## config.mk

```make
export PLATFORM = sky130hd
export DESIGN_NAME = script_comment_strip_store
export DESIGN_NICKNAME = d
export VERILOG_FILES = /design/src/hdl/scs_pkg.sv /design/src/hdl/scs_front.sv /design/src/hdl/scs_queue.sv /design/src/hdl/scs_back.sv /design/src/hdl/script_comment_strip_store.sv
export SDC_FILE = /design/constraint.sdc
export NUM_CORES = 1
export LEC_CHECK = 0
export BUFFER_PORTS_ARGS = -buffer_cell sky130_fd_sc_hd__clkbuf_2
export CORE_MARGIN = 10
export CORE_UTILIZATION = 40
export CTS_BUF_LIST = sky130_fd_sc_hd__clkbuf_16
export DETAILED_ROUTE_END_ITERATION = 6
export PLACE_DENSITY_LB_ADDON = 0.08
export SLEW_MARGIN = 20
export SYNTH_ARGS = -nofsm -noshare
export SYNTH_HDL_FRONTEND = slang
export SYNTH_HIERARCHICAL = 1
export SYNTH_SLANG_ARGS = --single-unit
```

## constraint.sdc

```tcl
create_clock -name clk -period 4.7 [get_ports clk]
set_clock_uncertainty 0.05 [all_clocks]
set_input_delay 0.47 -clock clk [delete_from_list [all_inputs] [get_ports clk]]
set_output_delay 0.47 -clock clk [all_outputs]
set_load 0.02 [all_outputs]
```

## src/hdl/scs_pkg.sv

```systemverilog
// Shared types and constants for the script comment strip and store block.
`default_nettype none
package scs_pkg;

	// Buffer and file table sizes.
	localparam int BUFFER_BYTES = 4096;
	localparam int SCRIPT_SLOTS = 16;
	localparam int ADDR_W       = $clog2(BUFFER_BYTES);
	localparam int OFFSET_W     = ADDR_W + 1;
	localparam int SLOT_IDX_W   = $clog2(SCRIPT_SLOTS);
	localparam int SLOT_CNT_W   = SLOT_IDX_W + 1;

	// Command queue between the front and back halves.
	localparam int QUEUE_DEPTH  = 4;
	localparam int QUEUE_AW     = $clog2(QUEUE_DEPTH);

	// Input operation codes.
	localparam logic [1:0] OP_DATA  = 2'd0;
	localparam logic [1:0] OP_BEGIN = 2'd1;
	localparam logic [1:0] OP_END   = 2'd2;
	localparam logic [1:0] OP_CLEAR = 2'd3;

	// Error codes.
	localparam logic [1:0] ERR_NONE       = 2'd0;
	localparam logic [1:0] ERR_BUF_FULL   = 2'd1;
	localparam logic [1:0] ERR_TABLE_FULL = 2'd2;

	// Characters the filter looks at.
	localparam logic [7:0] CH_HASH  = 8'h23;
	localparam logic [7:0] CH_TAB   = 8'h09;
	localparam logic [7:0] CH_CR    = 8'h0D;
	localparam logic [7:0] CH_NL    = 8'h0A;
	localparam logic [7:0] CH_SPACE = 8'h20;

	// Filter modes, one-hot.
	typedef enum logic [3:0] {
		MODE_SKIP_WS = 4'b0001,
		MODE_SEARCH  = 4'b0010,
		MODE_IGNORE  = 4'b0100,
		MODE_STORE   = 4'b1000
	} mode_t;

	// Work the back half carries out for one beat.
	typedef enum logic [1:0] {
		CMD_NONE  = 2'd0,
		CMD_STORE = 2'd1,
		CMD_BEGIN = 2'd2,
		CMD_END   = 2'd3
	} cmd_kind_t;

	typedef struct packed {
		cmd_kind_t  kind;
		logic [7:0] data;
	} cmd_t;

	// Queue status seen by the front and back halves.
	typedef struct packed {
		logic full;
		logic not_empty;
	} queue_status_t;

endpackage
`default_nettype wire

```

## src/hdl/scs_front.sv

```systemverilog
// Front half: accepts input beats, runs the comment filter and issues commands.
`default_nettype none
module scs_front import scs_pkg::*; (
	input  wire logic          clk,
	input  wire logic          arst_n,
	input  wire logic          in_valid,
	output logic               in_stall,
	input  wire logic [1:0]    op,
	input  wire logic [7:0]    data_byte,
	input  wire queue_status_t q_status,
	output logic               push,
	output cmd_t               push_cmd
);

	mode_t mode_q;
	mode_t mode_n;

	// Accept whenever the queue has room.
	assign in_stall = q_status.full;
	assign push     = in_valid && !q_status.full;

	// Filter step and command classification.
	always_comb begin
		mode_t      m;
		logic [7:0] b;
		logic       keep;
		m    = mode_q;
		b    = data_byte;
		keep = 1'b0;
		push_cmd.kind = CMD_NONE;
		case (op)
			OP_DATA: begin
				if (m == MODE_SKIP_WS && b != CH_SPACE && b != CH_TAB) begin
					m = MODE_SEARCH;
				end
				if (m == MODE_SEARCH) begin
					m = (b == CH_HASH) ? MODE_IGNORE : MODE_STORE;
				end
				if (m == MODE_IGNORE && b == CH_NL) begin
					m = MODE_STORE;
				end
				if (m == MODE_STORE) begin
					if (b == CH_HASH) begin
						m = MODE_IGNORE;
					end else begin
						if (b == CH_TAB) begin
							b = CH_SPACE;
						end
						if (b != CH_CR) begin
							keep = 1'b1;
						end
						if (b == CH_NL) begin
							m = MODE_SKIP_WS;
						end
					end
				end
				if (keep) begin
					push_cmd.kind = CMD_STORE;
				end
			end
			OP_BEGIN: push_cmd.kind = CMD_BEGIN;
			OP_END:   push_cmd.kind = CMD_END;
			OP_CLEAR: m = MODE_SKIP_WS;
			default:  m = mode_q;
		endcase
		push_cmd.data = b;
		mode_n        = m;
	end

	// Filter mode register.
	always_ff @(posedge clk or negedge arst_n) begin
		if (!arst_n) begin
			mode_q <= MODE_SKIP_WS;
		end else if (push) begin
			mode_q <= mode_n;
		end
	end

endmodule
`default_nettype wire

```

## src/hdl/scs_queue.sv

```systemverilog
// Short command queue that decouples the front and back halves.
`default_nettype none
module scs_queue import scs_pkg::*; (
	input  wire logic     clk,
	input  wire logic     arst_n,
	input  wire logic     push,
	input  wire cmd_t     push_cmd,
	input  wire logic     pop,
	output cmd_t          head_cmd,
	output queue_status_t status
);

	cmd_t                entry_q [QUEUE_DEPTH];
	logic [QUEUE_AW-1:0] wr_ptr_q;
	logic [QUEUE_AW-1:0] rd_ptr_q;
	logic [QUEUE_AW:0]   count_q;

	assign head_cmd         = entry_q[rd_ptr_q];
	assign status.full      = (count_q == (QUEUE_AW+1)'(QUEUE_DEPTH));
	assign status.not_empty = (count_q != '0);

	// Entry storage.
	always_ff @(posedge clk) begin
		if (push) begin
			entry_q[wr_ptr_q] <= push_cmd;
		end
	end

	// Pointers and fill count.
	always_ff @(posedge clk or negedge arst_n) begin
		if (!arst_n) begin
			wr_ptr_q <= '0;
			rd_ptr_q <= '0;
			count_q  <= '0;
		end else begin
			if (push) begin
				wr_ptr_q <= wr_ptr_q + 1'b1;
			end
			if (pop) begin
				rd_ptr_q <= rd_ptr_q + 1'b1;
			end
			if (push && !pop) begin
				count_q <= count_q + 1'b1;
			end else if (pop && !push) begin
				count_q <= count_q - 1'b1;
			end
		end
	end

endmodule
`default_nettype wire

```

## src/hdl/scs_back.sv

```systemverilog
// Back half: buffer offsets, file table bookkeeping and the result register.
`default_nettype none
module scs_back import scs_pkg::*; (
	input  wire logic          clk,
	input  wire logic          arst_n,
	input  wire queue_status_t q_status,
	input  wire cmd_t          head_cmd,
	output logic               pop,
	output logic               out_valid,
	input  wire logic          out_stall,
	output logic               store_valid,
	output logic [7:0]         store_byte,
	output logic [ADDR_W-1:0]  store_address,
	output logic               entry_valid,
	output logic [SLOT_IDX_W-1:0] entry_slot,
	output logic [ADDR_W-1:0]  entry_offset,
	output logic [OFFSET_W-1:0] entry_length,
	output logic [OFFSET_W-1:0] free_space,
	output logic               slot_available,
	output logic [1:0]         error_flag
);

	logic [OFFSET_W-1:0]   wr_off_q;
	logic [SLOT_CNT_W-1:0] slot_cnt_q;
	logic [OFFSET_W-1:0]   file_cnt_q;
	logic [ADDR_W-1:0]     file_start_q;
	logic                  out_valid_q;

	logic [OFFSET_W-1:0]   wr_off_n;
	logic [SLOT_CNT_W-1:0] slot_cnt_n;
	logic [OFFSET_W-1:0]   file_cnt_n;
	logic [ADDR_W-1:0]     file_start_n;
	logic                  buf_full;
	logic                  table_full;
	logic                  st_valid_n;
	logic [7:0]            st_byte_n;
	logic [ADDR_W-1:0]     st_addr_n;
	logic                  en_valid_n;
	logic [1:0]            err_n;
	logic                  advance;

	// Take a command when the result register is empty or being drained.
	assign advance   = !out_valid_q || !out_stall;
	assign pop       = q_status.not_empty && advance;
	assign out_valid = out_valid_q;

	assign buf_full   = (wr_off_q >= OFFSET_W'(BUFFER_BYTES));
	assign table_full = (slot_cnt_q >= SLOT_CNT_W'(SCRIPT_SLOTS));

	// Carry out the head command.
	always_comb begin
		wr_off_n     = wr_off_q;
		slot_cnt_n   = slot_cnt_q;
		file_cnt_n   = file_cnt_q;
		file_start_n = file_start_q;
		st_valid_n   = 1'b0;
		st_byte_n    = '0;
		st_addr_n    = '0;
		en_valid_n   = 1'b0;
		err_n        = ERR_NONE;
		case (head_cmd.kind)
			CMD_STORE: begin
				if (buf_full) begin
					err_n = ERR_BUF_FULL;
				end else begin
					st_valid_n = 1'b1;
					st_byte_n  = head_cmd.data;
					st_addr_n  = wr_off_q[ADDR_W-1:0];
					wr_off_n   = wr_off_q + 1'b1;
					file_cnt_n = file_cnt_q + 1'b1;
				end
			end
			CMD_BEGIN: begin
				file_start_n = wr_off_q[ADDR_W-1:0];
				file_cnt_n   = '0;
			end
			CMD_END: begin
				if (table_full) begin
					err_n = ERR_TABLE_FULL;
				end else begin
					// Append a newline, then close the entry.
					if (buf_full) begin
						err_n = ERR_BUF_FULL;
					end else begin
						st_valid_n = 1'b1;
						st_byte_n  = CH_NL;
						st_addr_n  = wr_off_q[ADDR_W-1:0];
						wr_off_n   = wr_off_q + 1'b1;
						file_cnt_n = file_cnt_q + 1'b1;
					end
					en_valid_n = 1'b1;
					slot_cnt_n = slot_cnt_q + 1'b1;
				end
			end
			default: begin
				err_n = ERR_NONE;
			end
		endcase
	end

	// Bookkeeping state.
	always_ff @(posedge clk or negedge arst_n) begin
		if (!arst_n) begin
			wr_off_q     <= '0;
			slot_cnt_q   <= '0;
			file_cnt_q   <= '0;
			file_start_q <= '0;
			out_valid_q  <= 1'b0;
		end else begin
			if (pop) begin
				wr_off_q     <= wr_off_n;
				slot_cnt_q   <= slot_cnt_n;
				file_cnt_q   <= file_cnt_n;
				file_start_q <= file_start_n;
			end
			if (advance) begin
				out_valid_q <= pop;
			end
		end
	end

	// Result register.
	always_ff @(posedge clk) begin
		if (pop) begin
			store_valid    <= st_valid_n;
			store_byte     <= st_byte_n;
			store_address  <= st_addr_n;
			entry_valid    <= en_valid_n;
			entry_slot     <= en_valid_n ? slot_cnt_q[SLOT_IDX_W-1:0] : '0;
			entry_offset   <= en_valid_n ? file_start_q : '0;
			entry_length   <= en_valid_n ? file_cnt_n : '0;
			free_space     <= OFFSET_W'(BUFFER_BYTES) - wr_off_n;
			slot_available <= (slot_cnt_n < SLOT_CNT_W'(SCRIPT_SLOTS));
			error_flag     <= err_n;
		end
	end

endmodule
`default_nettype wire

```

## src/hdl/script_comment_strip_store.sv

```systemverilog
// Top level: script comment filter feeding buffer and file table bookkeeping.
// Each accepted beat is queued, then popped into the result register and offered.
// Throughput: one item per cycle unless stalled; the four-entry command queue and
// the result register absorb short stalls; a long output stall backs up to in_stall.
// Reset (arst_n low, asynchronous): filter mode returns to skipping leading
// whitespace, buffer offset, slot count, file count and file start clear to zero.
`default_nettype none
module script_comment_strip_store import scs_pkg::*; (
	input  wire logic        clk,
	input  wire logic        arst_n,
	input  wire logic        in_valid,
	output logic             in_stall,
	input  wire logic [1:0]  op,
	input  wire logic [7:0]  data_byte,
	output logic             out_valid,
	input  wire logic        out_stall,
	output logic             store_valid,
	output logic [7:0]       store_byte,
	output logic [11:0]      store_address,
	output logic             entry_valid,
	output logic [3:0]       entry_slot,
	output logic [11:0]      entry_offset,
	output logic [12:0]      entry_length,
	output logic [12:0]      free_space,
	output logic             slot_available,
	output logic [1:0]       error_flag
);

	queue_status_t q_status;
	logic          push;
	cmd_t          push_cmd;
	logic          pop;
	cmd_t          head_cmd;

	// Filter and classification.
	scs_front u_front (
		.clk       (clk),
		.arst_n    (arst_n),
		.in_valid  (in_valid),
		.in_stall  (in_stall),
		.op        (op),
		.data_byte (data_byte),
		.q_status  (q_status),
		.push      (push),
		.push_cmd  (push_cmd)
	);

	// Command queue.
	scs_queue u_queue (
		.clk      (clk),
		.arst_n   (arst_n),
		.push     (push),
		.push_cmd (push_cmd),
		.pop      (pop),
		.head_cmd (head_cmd),
		.status   (q_status)
	);

	// Buffer and table bookkeeping.
	scs_back u_back (
		.clk            (clk),
		.arst_n         (arst_n),
		.q_status       (q_status),
		.head_cmd       (head_cmd),
		.pop            (pop),
		.out_valid      (out_valid),
		.out_stall      (out_stall),
		.store_valid    (store_valid),
		.store_byte     (store_byte),
		.store_address  (store_address),
		.entry_valid    (entry_valid),
		.entry_slot     (entry_slot),
		.entry_offset   (entry_offset),
		.entry_length   (entry_length),
		.free_space     (free_space),
		.slot_available (slot_available),
		.error_flag     (error_flag)
	);

	// A stored byte never carries an error.
	a_store_no_error: assert property (@(posedge clk) disable iff (!arst_n)
		out_valid && store_valid |-> error_flag == ERR_NONE)
		else $error("store beat flagged with an error");

	// A completed entry is never reported together with a full table.
	a_entry_not_table_full: assert property (@(posedge clk) disable iff (!arst_n)
		out_valid && entry_valid |-> error_flag != ERR_TABLE_FULL)
		else $error("entry completed while table full");

	// Free space never exceeds the buffer size.
	a_free_space_range: assert property (@(posedge clk) disable iff (!arst_n)
		out_valid |-> free_space <= 13'(BUFFER_BYTES))
		else $error("free space out of range");

	// The queue never takes a command while it is full.
	a_queue_no_overflow: assert property (@(posedge clk) disable iff (!arst_n)
		q_status.full |-> !push)
		else $error("command queue overflow");

endmodule
`default_nettype wire

```

== Yosys cells after proc, flatten, opt, wreduce, memory -nomap -nowiden ==
Memory sizes are Yosys's and may differ from the RTL's.
Index checks and enable logic that the tools add are counted.

* Register bits after elaboration: 122
* Bits in writable memories: 40
* Input port bits: 14
* Word-level logic and storage cells: 119
* Memories kept: 1

* $add $sub $neg: 8
* Magnitude comparators: 3
* Equality and inequality tests: 18
* Multiplexer cells: 51
* Reduce and logical (&&, ||, !) cells: 19

{| class="wikitable"
|+ Memories
! memory !! words !! width !! rd ports !! clocked after memory_dff !! write ports !! line !! source
|-
| u_queue.entry_q || 4 || 10 || 1 || 0 || 1 || scs_queue.sv:13 || <nowiki>cmd_t entry_q [QUEUE_DEPTH];</nowiki>
|}

{| class="wikitable"
|+ Operators with widths
! kind !! number
|-
| 8-bit 2-to-1 mux || 9
|-
| 13-bit 2-to-1 mux || 4
|-
| 4-bit 2-to-1 mux || 11
|-
| 13-bit one-hot mux with 3 select lines || 1
|-
| 13-bit by 1-bit adder with 13-bit output, second input constant || 2
|-
| 13-bit one-hot mux with 2 select lines || 1
|-
| 8-bit by 4-bit equality test with 1-bit output, second input constant || 3
|-
| 12-bit 2-to-1 mux || 2
|-
| 12-bit one-hot mux with 2 select lines || 1
|-
| 8-bit by 4-bit inequality test with 1-bit output, second input constant || 2
|-
| 8-bit one-hot mux with 2 select lines || 1
|-
| 13-bit >= comparator, second input constant || 1
|-
| 13-bit subtractor, first input constant || 1
|-
| 1-bit 2-to-1 mux || 12
|-
| 5-bit 2-to-1 mux || 2
|-
| 2-bit equality test, second input constant || 4
|-
| 8-bit by 6-bit equality test with 1-bit output, second input constant || 1
|-
| 8-bit by 6-bit inequality test with 1-bit output, second input constant || 1
|-
| 4-bit one-hot mux with 2 select lines || 1
|-
| 1-bit logical AND || 7
|-
| 3-bit 2-to-1 mux || 2
|-
| 2-bit one-hot mux with 3 select lines || 1
|-
| 5-bit by 1-bit adder with 5-bit output, second input constant || 1
|-
| 5-bit >= comparator, second input constant || 1
|-
| other kinds (19) || 27
|}

== Depth between registers and ports, before layout ==
Gate-level depths: netlist (run 1).

* Depth in word-level cells: 22
* Gate-level depth with buffers: 16

== By module ==
The synthesis (run 1) kept the hierarchy.

{| class="wikitable"
|+ Modules (own cells, without submodules)
! module !! instances !! cells an instance !! area each (µm²) !! seq. area each (µm²)
|-
| scs_back || 1 || 447 || 5,149.9 || 3,113.0
|-
| scs_queue || 1 || 86 || 1,841.8 || 1,376.3
|-
| scs_front || 1 || 79 || 621.8 || 101.3
|}

== Least setup slack after synthesis (run 1) ==
OpenSTA, ideal clock, no wires.

* Kind: flip-flop to flip-flop
* Start point: register u_back.out_valid_q (netlist: u_back/out_valid)
* End point: register u_queue.count_q[1]
* Arrival: 3.986 ns
* Required time: 4.525 ns
* Slack: 0.539 ns
* Stages on the path, launching flop included: 10
* Path buffers: 1
* Clock period less this slack: 4.161 ns
* Cells stage by stage: dfrtp_1 nand2_1 nand2_1 inv_1 clkbuf_1 inv_1 ha_1 inv_1 fa_1 mux2_2

* Word-level cells in the longest chain between the ends: 6

{| class="wikitable"
|+ RTL lines
! element !! line !! source
|-
| from (decl) || scs_back.sv:27 || <nowiki>logic out_valid_q;</nowiki>
|-
| from (signal assigned) || scs_back.sv:117 || <nowiki>out_valid_q <= pop;</nowiki>
|-
| 1-bit logical NOT (*) || scs_back.sv:43 || <nowiki>assign advance = !out_valid_q || !out_stall;</nowiki>
|-
| 1-bit logical OR (*) || scs_back.sv:43 ||
|-
| 1-bit logical AND (*) || scs_back.sv:44 || <nowiki>assign pop = q_status.not_empty && advance;</nowiki>
|-
| net pop || script_comment_strip_store.sv:32 || <nowiki>logic pop;</nowiki>
|-
| 1-bit logical NOT || scs_queue.sv:42 || <nowiki>if (push && !pop) begin</nowiki>
|-
| 1-bit logical AND || scs_queue.sv:42 ||
|-
| 3-bit 2-to-1 mux or 2-bit nonzero test (tied branches) || -- ||
|-
| to (signal assigned) || scs_queue.sv:43 || <nowiki>count_q <= count_q + 1'b1;</nowiki>
|-
| to (signal assigned) || scs_queue.sv:45 || <nowiki>count_q <= count_q - 1'b1;</nowiki>
|-
| to (decl) || scs_queue.sv:16 || <nowiki>logic [QUEUE_AW:0] count_q;</nowiki>
|}

The timed path passes the listed nets; every way through them passes the cells marked *.
A chain may end at the register's enable or synchronous reset.

==> results.md, run 1 <==
* Yosys cell types at 69
* Final count of negative-setup-slack endpoints at 0
* Reg2Reg Launch Point: u_queue/rd_ptr_q[0]$_DFFE_PN0P_
* CP Cell Sequence: mux4_1 > nand2_1 > nand2_1 > inv_1 > nor2_1 > a21oi_1 > ha_1 > or3b_1 > a31oi_1 > a41o_1 > nor3b_1 > a21oi_1 > a21oi_1 > xor2_1
* Pwr per Cell Area at between 500 and 600 nW/um^2
* Asr flop ratio synth at 0.340
* LEAKAGE at ~3.5 nW
* Fmax at 260 MHz
* I/O pin count at between 80 and 90
* Worst slew margin relative to its limit at 0.492
* Hold Vio Cnt, Final at 0
* Via count at about 4.9k
* Worst slew pin tran at ~760 ps
* Hold_buf cts at 0
* Setup crit start: u_queue/rd_ptr_q[0]$_DFFE_PN0P_
* Clock latency on the worst-skew pair at 420 ps
* Clock buffer depth at 2
* TritonCTS clock tree: done
* Netlist Area Pre-Place at about 7600 sq um
* Crit path top cell by count: a21oi_1
* Post-route antenna net violation count at 0
* Maximum fanout along the worst path at 11
* CP Launch Type: flip-flop
* GRT Residual Overflow at 0
* Max cap viols at 0
* IO buf count at 82
* Total track usage at 0.135
* Nets at approximately 710
* Final Critical Period at 3850 ps
* Core Area at 18700 sq um
* Final setup TNS at 0 ps
* Initial DRC count at roughly 260
* Routed len/inst at 17.8 um
* DRC violations left at 0
* Yosys top cell area share at 0.422
* Site Rows at 50
* CTS sink count at 162
* RSZ-0062 raised after global routing: no
* Post-Syn Instances at between 600 and 700
* Slowest cell delay on critical path at about 700 ps
* Drt pass-1 iters at 4
* Hold Path Class: in -> async
* Largest net degree at the start of global routing at 56
* Initial antenna violation count at 0
* Number of flops mapped to enable cells by yosys at roughly 110
* Reg2reg path depth at 14
* Syn_area_per_cell at roughly 12 sq um
* Die Y at roughly 160 um
* Critical Path AT at 3970 ps
* Post_cts resized at 0
* Slew Limit Fails at 0
* Vias in the first global route at roughly 5k
* H-Tree Level Count at 4
* Seq/Total Area, Yosys at 0.603
* Area contributors post-synth: edfxtp_1, dfrtp_1, xnor2_1, nor2_1, mux4_2
* Num CTS Buffers at 17
* Final RePlAce weighted congestion at roughly 0.8
* Clock transition at path regs at around 60 ps
* Syn nets at 641
* Yosys warnings at 6
* Die X at roughly 160 um
* Setup Crit Path Kind: reg -> reg
* Initial Utilization at 0.407
* First-pass GRT wire length at around 26000 um
* Setup bufs post-CTS at 0
* Cell taking the most area after synthesis: edfxtp_1
* Critical-path top delay cell: mux4_1
* Die area at 25000 sq um
* Root Buffer: clkbuf_16
* Worst EP required at ~4800 ps
* Hold Slack at between 100 and 150 ps
* Drt via density at approximately 5.2
* #FFs+latches synth at roughly 160
* Status: complete, no violations
* Final HPWL DP at 11500 um
* Final Cycle Share at 0.819
* Main flop type after synthesis: edfxtp_1
* Maximum vdd drop at 0.281 mV
* Area growth, synth to finish at 15.5%
* Share of cells above drive strength 1 at 0.223
* ANT cells at 0
* Worst Setup End Kind: flip-flop
* Drt total wl at about 17000 um
[where the power goes]
group / internal [W] / switching [W] / leakage (nW)
sequential: 0.00184 / 0.000104 / 1.74
combinational: 0.000385 / 0.000740 / 1.43
clock: 0.000831 / 0.000558 / 0.291
total: 0.00305 / 0.00140 / 3.46
[layer usage]
metal / GRT usage / routed length, um / up-vias
met5: 0 / 0 / -
met4: 0.0415 / 167 / 0
met3: 0.0342 / 848 / 14
met2: 0.228 / 8110 / 94
met1: 0.167 / 7440 / 2407
li1: - / - / 2348
[Yosys cell counts, types with 16 or more instances]
cell,count
and3_1,16
inv_1,21
nand3_1,16
xor2_1,18
o21ai_0,33
nor2_1,52
clkbuf_1,25
xnor2_1,26
edfxtp_1,107
nand2_1,46
and2_1,24
dfrtp_1,54
[critical path: cells and delay by family (launching register included)]
kind / cells / cell delay [ps]
mux: 1 / 700
simple gates: 5 / 1060
xor+xnor: 1 / 90
fa+ha+maj: 1 / 240
flops: 1 / 390
compound gates: 5 / 810
buf+inv: 1 / 240
[sequential cells by signal, indices dropped and copies added (netlist names), 12 cells and up]
register / flops
u_back/entry_offset: 12
u_back/free_space: 13
u_back/entry_length: 13
u_back/wr_off_q: 13
u_queue/entry_q: 40
u_back/file_cnt_q: 13
u_back/store_address: 12
u_back/file_start_q: 12
[cell families after synthesis]
group                      after synthesis  share of synthesized area
AOI/OAI and AO/OA                       86                     0.0754
xor gates and xnor gates                44                     0.0506
adders and majority gates               15                     0.0256
buffers and inverters                   59                     0.0357
DFF                                    162                      0.603
muxes                                   28                     0.0569
and+or+nand+nor                        218                      0.153
[layout by cell type (no fill, tap or decap), drive strengths merged, types with 2 or more instances in the layout]
| cell type | Yosys | layout |
|---|---|---|
| nor3b | 8 | 8 |
| or3b | 3 | 3 |
| clkbuf | 25 | 99 |
| mux4 | 10 | 10 |
| bufinv | 0 | 3 |
| a21oi | 13 | 13 |
| and2 | 25 | 25 |
| mux2 | 13 | 13 |
| o31a | 3 | 3 |
| nor3 | 11 | 11 |
| nand4 | 8 | 8 |
| nand3 | 16 | 16 |
| o21a | 3 | 3 |
| o21bai | 4 | 4 |
| or3 | 3 | 3 |
| and3 | 16 | 16 |
| mux2i | 5 | 5 |
| xnor2 | 26 | 26 |
| a41oi | 2 | 2 |
| o31ai | 2 | 2 |
| nand4b | 4 | 4 |
| a41o | 2 | 2 |
| nand2b | 6 | 6 |
| buf | 13 | 10 |
| nand2 | 47 | 47 |
| o21ai | 37 | 37 |
| xor2 | 18 | 18 |
| dfrtp | 54 | 54 |
| nor4 | 4 | 4 |
| inv | 21 | 23 |
| clkinv | 0 | 9 |
| a31oi | 6 | 6 |
| edfxtp | 107 | 107 |
| a221oi | 2 | 2 |
| or2 | 2 | 2 |
| ha | 14 | 14 |
| a22oi | 2 | 2 |
| nor2 | 52 | 52 |
| or4 | 3 | 3 |
| nor2b | 6 | 6 |
[per-stage QoR]
stage | cells | area [sq um] | worst slack, ps | total power [W] | utilization
5_1_grt | 932 | 8790 | 481 | 0.00469 | 0.470
6_report | 932 | 8790 | 850 | 0.00446 | 0.470
4_1_cts | 932 | 8790 | 811 | 0.00452 | 0.470
3_5_place_dp | 900 | 8200 | 799 | 0.00312 | 0.438
2_1_floorplan | 612 | 7610 | 539 | 0.00279 | -
3_3_place_gp | 900 | 8200 | 940 | 0.00310 | 0.438
[path summary, 6_finish.rpt]
path | end | slack (ps)
max | u_back/free_space[10]$_DFFE_PP_ | 850
max in group asynchronous | u_back/wr_off_q[7]$_DFFE_PN0P_ | 3940
min | u_back/file_cnt_q[12]$_DFFE_PN0P_ | 140
min reg2reg | u_queue/count_q[2]$_DFFE_PN0P_ | 430
min in group clk | u_back/out_valid$_DFFE_PN0N_ | 240
max reg2reg | u_back/free_space[10]$_DFFE_PP_ | 850
[layout make-up]
cell class                      count  area [sq um]
Clock buffer                       17           425
Clock inverter                     15           166
Fill cell                        1658          9910
Inverter                           21          80.1
Multi-Input combinational cell    391          2750
Sequential cell                   162          4590
Tap cell                          234           293
Timing Repair Buffer               92           485
No activity file was read; power rests on OpenSTA's default activity.
==> run 2: changes to the inputs <==
clock period = 3.4 ns   (was 4.7 ns; I/O delays follow)
==> results.md, run 2 (synthesized netlist as in run 1, its figures left out) <==
* Status: complete, no violations (unchanged)
* Max cap viols at 0 (unchanged)
* Core Area at 18700 sq um (unchanged)
* Initial DRC count at 335 (was 259)
* Via count at 4922 (was 4863)
* Cell family contributing the most delay on the critical path: multiplexers (was simple AND/OR/NAND/NOR gates)
* Area growth, synth to finish at 17.0% (was 15.5%)
* Routed len/inst at 17.9 um (was 17.8 um)
* Die Y at 158 um (unchanged)
* CP Launch Type: flip-flop (unchanged)
* Slew Limit Fails at 0 (unchanged)
* Final count of negative-setup-slack endpoints at 0 (unchanged)
* Die X at 158 um (unchanged)
* Largest net degree at the start of global routing at 48 (was 56)
* Commonest non-fill, non-tap cell in the layout: edfxtp_1 (unchanged)
* WP buf/inv at 1 (unchanged)
* Fillers at 1667 (was 1658)
* Share of cells above drive strength 1 at 0.254 (was 0.223)
* Maximum vdd drop at 0.457 mV (was 0.281 mV)
* Worst EP required at 3510 ps (was 4820 ps)
* Multi-input logic area at 2810 sq um (was 2750 sq um)
* Clock latency on the worst-skew pair at 420 ps (about the same)
* Initial antenna violation count at 1 (was 0)
* Most flop-heavy register: u_queue/entry_q (unchanged)
* First-pass GRT wire length at 27500 um (was 26400 um)
* CTS sink count at 162 (unchanged)
* Worst Setup End Kind: flip-flop (unchanged)
* Final Critical Period at 3280 ps (was 3850 ps)
* TritonCTS clock tree: done (unchanged)
* Num CTS Buffers at 17 (unchanged)
* Total track usage at 0.141 (was 0.135)
* Root Buffer: clkbuf_16 (unchanged)
* Register area at 4590 sq um (unchanged)
* Drt via density at 5.21 (was 5.22)
* Worst slew margin relative to its limit at 0.361 (was 0.492)
* Final Cycle Share at 0.964 (was 0.819)
* Final HPWL DP at 11800 um (was 11500 um)
* Hold_buf cts at 0 (unchanged)
* Setup crit start: u_queue/rd_ptr_q[0]$_DFFE_PN0P_ (unchanged)
* Reg2Reg Launch Point: u_queue/rd_ptr_q[0]$_DFFE_PN0P_ (unchanged)
* H-Tree Level Count at 4 (unchanged)
* Hold Vio Cnt, Final at 0 (unchanged)
* Drt pass-1 iters at 5 (was 4)
* Setup bufs post-CTS at 0 (unchanged)
* Largest register FFs at 40 (unchanged)
* ANT cells at 0 (unchanged)
* Post-route antenna net violation count at 0 (unchanged)
* Reg2Reg Setup Slack at 120 ps (was 850 ps)
* IO buf count at 82 (unchanged)
* Worst slew pin tran at 958 ps (was 762 ps)
* RSZ-0062 raised after global routing: no (unchanged)
* Most frequent cells in the layout: edfxtp_1, clkbuf_2, dfrtp_1 (unchanged)
* CP Cell Sequence: mux4_2 > a21bo_4 > mux2_4 > inv_2 > ha_4 > or3b_1 > a31oi_1 > a41o_1 > nor3b_4 > nand4b_1 > xor2_1 (was mux4_1 > nand2_1 > nand2_1 > inv_1 > nor2_1 > a21oi_1 > ha_1 > or3b_1 > a31oi_1 > a41o_1 > nor3b_1 > a21oi_1 > a21oi_1 > xor2_1)
* DRC violations left at 0 (unchanged)
* Post-Place Setup Slack at 61.2 ps (was 799 ps)
* Setup Crit Path Kind: reg -> reg (unchanged)
* Clock transition at path regs at 70 ps (was 60 ps)
* Pwr per Cell Area at 692 nW/um^2 (was 507 nW/um^2)
* Hold Path Class: in -> async (unchanged)
* Slowest cell delay on critical path at 560 ps (was 700 ps)
* GRT Residual Overflow at 0 (unchanged)
* Site Rows at 50 (unchanged)
* Post_cts resized at 0 (unchanged)
* Drt total wl at 16900 um (was 16600 um)
* LEAKAGE at 3.52 nW (was 3.46 nW)
* I/O pin count at 83 (unchanged)
* Final RePlAce weighted congestion at 0.847 (was 0.809)
* Critical-path top delay cell: mux4_2 (was mux4_1)
* Die area at 25000 sq um (unchanged)
* Vias in the first global route at 4996 (was 4995)
* Clock buffer depth at 2 (unchanged)
* Nets at 726 (was 714)
* Initial Utilization at 0.407 (unchanged)
* Maximum fanout along the worst path at 4 (was 11)
* Total power draw at 0.00616 W (was 0.00446 W)
* Fmax at 305 MHz (was 260 MHz)
* PnR worst setup slack at 122 ps (was 850 ps)
* Critical Path AT at 3390 ps (was 3970 ps)
[run 2: cell type report]
type,count,area share
Clock buffer,17,0.0478
Inverter,21,0.00899
Multi-Input combinational cell,391,0.315
Timing Repair Buffer,104,0.0646
Tap cell,234,0.0329
Sequential cell,162,0.515
Clock inverter,15,0.0150
[run 2: worst paths after layout]
path                                                      end  depth (start not counted)
max                           u_back/free_space[12]$_DFFE_PP_                         11
max reg2reg                   u_back/free_space[12]$_DFFE_PP_                         11
min in group clk                 u_back/out_valid$_DFFE_PN0N_                          3
min                          u_back/file_cnt_q[6]$_DFFE_PN0P_                          1
min reg2reg                u_back/file_start_q[0]$_DFFE_PN0P_                          2
max in group asynchronous  u_back/file_start_q[5]$_DFFE_PN0P_                          2
[run 2: layer usage]
layer,GRT usage,part of all wire,vias to the layer above
li1,-,-,2371
met1,0.186,0.46,2443
met2,0.227,0.49,99
met3,0.0331,0.041,9
met4,0.0397,0.0068,0
met5,0,0,-
[run 2: report_power, final]
group | total, W | internal [W] | switching, W | leakage (nW)
sequential | 0.00268 | 0.00254 | 0.000143 | 1.74
combinational | 0.00166 | 0.000596 | 0.00107 | 1.50
clock | 0.00182 | 0.000969 | 0.000848 | 0.276
total | 0.00616 | 0.00411 | 0.00206 | 3.52
[run 2: worst register-to-register path: stages (launching register included)]
cell and delay [ps]:
dfrtp_1 400, mux4_2 570, a21bo_4 240, mux2_4 300
inv_2 70, ha_4 140, or3b_1 340, a31oi_1 150
a41o_1 140, nor3b_4 280, nand4b_1 170, xor2_1 180
[run 2: metrics by stage]
step | cells | TNS [ps] | util | hold slack (ps) | instance area (sq um)
after floorplan | 612 | -0.345 | - | -5.59 | 7690
after global placement | 912 | 0 | 0.446 | 409 | 8350
after detailed placement | 912 | 0 | 0.446 | 414 | 8350
after CTS | 944 | 0 | 0.476 | 36.3 | 8910
after global routing | 944 | 0 | 0.476 | 60.7 | 8910
final | 944 | 0 | 0.476 | 1.31 | 8910
==> run 3: changes to the inputs <==
==> constraint.sdc (replaced) <==
create_clock -name clk -period 3.4 [get_ports clk]
set_clock_uncertainty 0.05 [all_clocks]
set_input_delay 0.51 -clock clk [delete_from_list [all_inputs] [get_ports clk]]
set_output_delay 0.51 -clock clk [all_outputs]
set_load 0.02 [all_outputs]
==> results.md, run 3 (synthesized netlist as in run 1, its figures left out) <==
* Maximum fanout along the worst path at 4 (unchanged)
* Multi-input logic area at 2810 sq um (unchanged)
* Reg2reg path depth at 12 (was 11)
* Via count at 4895 (was 4922)
* Pwr per Cell Area at 697 nW/um^2 (was 692 nW/um^2)
* Final count of negative-setup-slack endpoints at 0 (unchanged)
* Comb power frac at 0.265 (was 0.270)
* Post-Place Setup Slack at 33.1 ps (was 61.2 ps)
* Worst EP required at 3510 ps (about the same)
* Num CTS Buffers at 17 (unchanged)
* Nets at 725 (was 726)
* Initial DRC count at 274 (was 335)
* Reg2Reg Setup Slack at 130 ps (was 120 ps)
* Final HPWL DP at 11600 um (was 11800 um)
* Largest net degree at the start of global routing at 56 (was 48)
* Fillers at 1687 (was 1667)
* Fmax at 306 MHz (was 305 MHz)
* Setup Crit Path Kind: reg -> reg (unchanged)
* Commonest non-fill, non-tap cell in the layout: edfxtp_1 (unchanged)
* RSZ-0062 raised after global routing: yes (was no)
* Post-layout utilization of the core at 0.477 (was 0.476)
* Worst slew pin tran at 776 ps (was 958 ps)
* Critical-path top delay cell: mux4_2 (unchanged)
* Worst Setup End Kind: flip-flop (unchanged)
* Initial antenna violation count at 0 (was 1)
* Vias in the first global route at 5035 (was 4996)
* CP Launch Type: flip-flop (unchanged)
* TritonCTS clock tree: done (unchanged)
* Dpl cells at 911 (was 912)
* Maximum vdd drop at 0.449 mV (was 0.457 mV)
* Slowest cell delay on critical path at 560 ps (about the same)
* Clock latency on the worst-skew pair at 420 ps (about the same)
* Routed len/inst at 17.7 um (was 17.9 um)
* Setup bufs post-CTS at 0 (unchanged)
* Crit path top cell by count: a21oi_1
* IO buf count at 82 (unchanged)
* Clock buffer depth at 2 (unchanged)
* Die area at 25000 sq um (unchanged)
* Flop pwr share at 0.432 (was 0.436)
* Die Y at 158 um (unchanged)
* Most flop-heavy register: u_queue/entry_q (unchanged)
* DRC violations left at 0 (unchanged)
* CP Cell Sequence: mux4_2 > a21bo_4 > mux2_4 > inv_2 > ha_4 > or3b_1 > a31oi_1 > a41o_1 > nor3b_4 > a21oi_1 > a21oi_1 > xor2_1 (was mux4_2 > a21bo_4 > mux2_4 > inv_2 > ha_4 > or3b_1 > a31oi_1 > a41o_1 > nor3b_4 > nand4b_1 > xor2_1)
* ANT cells at 0 (unchanged)
* Drt via density at 5.19 (was 5.21)
* Hold Vio Cnt, Final at 0 (unchanged)
* R2r endpoint: u_back/free_space[10]$_DFFE_PP_ (was u_back/free_space[12]$_DFFE_PP_)
* Share of cells above drive strength 1 at 0.248 (was 0.254)
* Critical Path AT at 3380 ps (was 3390 ps)
* Reg2Reg Launch Point: u_queue/rd_ptr_q[0]$_DFFE_PN0P_ (unchanged)
* Clock transition at path regs at 70 ps (about the same)
* Worst slew margin relative to its limit at 0.483 (was 0.361)
* First-pass GRT wire length at 27000 um (was 27500 um)
* P_int at 0.00423 W (was 0.00411 W)
* I/O pin count at 83 (unchanged)
* GRT Residual Overflow at 0 (unchanged)
* Clock Power Share at 0.303 (was 0.295)
* Root Buffer: clkbuf_16 (unchanged)
* Sw Pwr at 0.00199 W (was 0.00206 W)
* Register area at 4590 sq um (unchanged)
* Most frequent cells in the layout: edfxtp_1, clkbuf_2, dfrtp_1 (unchanged)
* CTS sink count at 162 (unchanged)
* Slew Limit Fails at 0 (unchanged)
* PnR worst setup slack at 128 ps (was 122 ps)
* Core Area at 18700 sq um (unchanged)
* Switch share at 0.321 (was 0.334)
* Drt total wl at 16700 um (was 16900 um)
* Status: complete, no violations (unchanged)
* Final RePlAce weighted congestion at 0.817 (was 0.847)
* Max cap viols at 0 (unchanged)
* Final Critical Period at 3270 ps (was 3280 ps)
* Non-Filler Instances at 943 (was 944)
* LEAKAGE at 3.52 nW (about the same)
* Hold_buf cts at 0 (unchanged)
* Die X at 158 um (unchanged)
* Largest register FFs at 40 (unchanged)
* Area growth, synth to finish at 17.2% (was 17.0%)
* Total track usage at 0.138 (was 0.141)
* Hold Path Class: in -> async (unchanged)
* Final Cycle Share at 0.962 (was 0.964)
* Site Rows at 50 (unchanged)
* Final setup TNS at 0 ps (unchanged)
* H-Tree Level Count at 4 (unchanged)
* Post-route antenna net violation count at 0 (unchanged)
* Initial Utilization at 0.407 (unchanged)
* Drt pass-1 iters at 5 (unchanged)
## run 3: changes by cell type in the layout (fill, tap and decap cells not counted), sizes merged
cell	previous run	this run
buf	22	21
bufinv	0	2
clkinv	4	7
clkinvlp	1	2
inv	31	25
## run 3: area by class of cell
class                           instances  share of cell area
Sequential cell                       162               0.515
Multi-Input combinational cell        391               0.315
Timing Repair Buffer                  103              0.0637
Clock buffer                           17              0.0477
Tap cell                              234              0.0328
Clock inverter                         15              0.0174
Inverter                               21             0.00898
## run 3: how the worst max path moves through the flow
stage                                      endpoint  slack, ps  cells after the start                            start
floorplan           u_back/free_space[10]$_DFFE_PP_       -0.3                     14  u_queue/rd_ptr_q[0]$_DFFE_PN0P_
global placement    u_back/free_space[10]$_DFFE_PP_         90                     12  u_queue/rd_ptr_q[0]$_DFFE_PN0P_
detailed placement  u_back/free_space[10]$_DFFE_PP_         30                     12  u_queue/rd_ptr_q[0]$_DFFE_PN0P_
CTS                 u_back/free_space[10]$_DFFE_PP_         30                     12  u_queue/rd_ptr_q[0]$_DFFE_PN0P_
global route        u_back/free_space[10]$_DFFE_PP_        -60                     12  u_queue/rd_ptr_q[0]$_DFFE_PN0P_
finish              u_back/free_space[10]$_DFFE_PP_        130                     12  u_queue/rd_ptr_q[0]$_DFFE_PN0P_
## run 3: per-layer routing
metal  GRT usage  share of wire
met2       0.224           0.49
met1       0.180           0.46
met4      0.0481          0.010
met5           0              0
met3      0.0290          0.043
## run 3: power by group through the flow
stage               registers (W)  clock network (W)  logic [W]
finish                    0.00269            0.00188    0.00165
global route              0.00273            0.00202    0.00182
CTS                       0.00269            0.00194    0.00169
detailed placement        0.00273                  0    0.00168
global placement          0.00272                  0    0.00166
floorplan                 0.00293                  0   0.000951
## run 3: worst max-delay path, delay by kind of cell (launching register included)
kind            cells  cell delay, ps
mux                 2             860
compound gates      5             800
simple gates        2             620
flops               1             400
fa+ha+maj           1             140
xor+xnor            1              80
buf+inv             1              70
## run 3: stage by stage
stage / hold WS (ps) / instance area [sq um] / total power [W]
5_1_grt: 257 / 8920 / 0.00657
2_1_floorplan: 164 / 7690 / 0.00389
3_5_place_dp: 412 / 8340 / 0.00441
4_1_cts: 222 / 8920 / 0.00632
3_3_place_gp: 408 / 8340 / 0.00438
6_report: 187 / 8920 / 0.00622
## run 3: timing repair
item / CTS / global route
setup endpoints to repair: 0 / 3
gates resized for setup: 0 / 1
endpoints found under the hold margin: 0 / 0
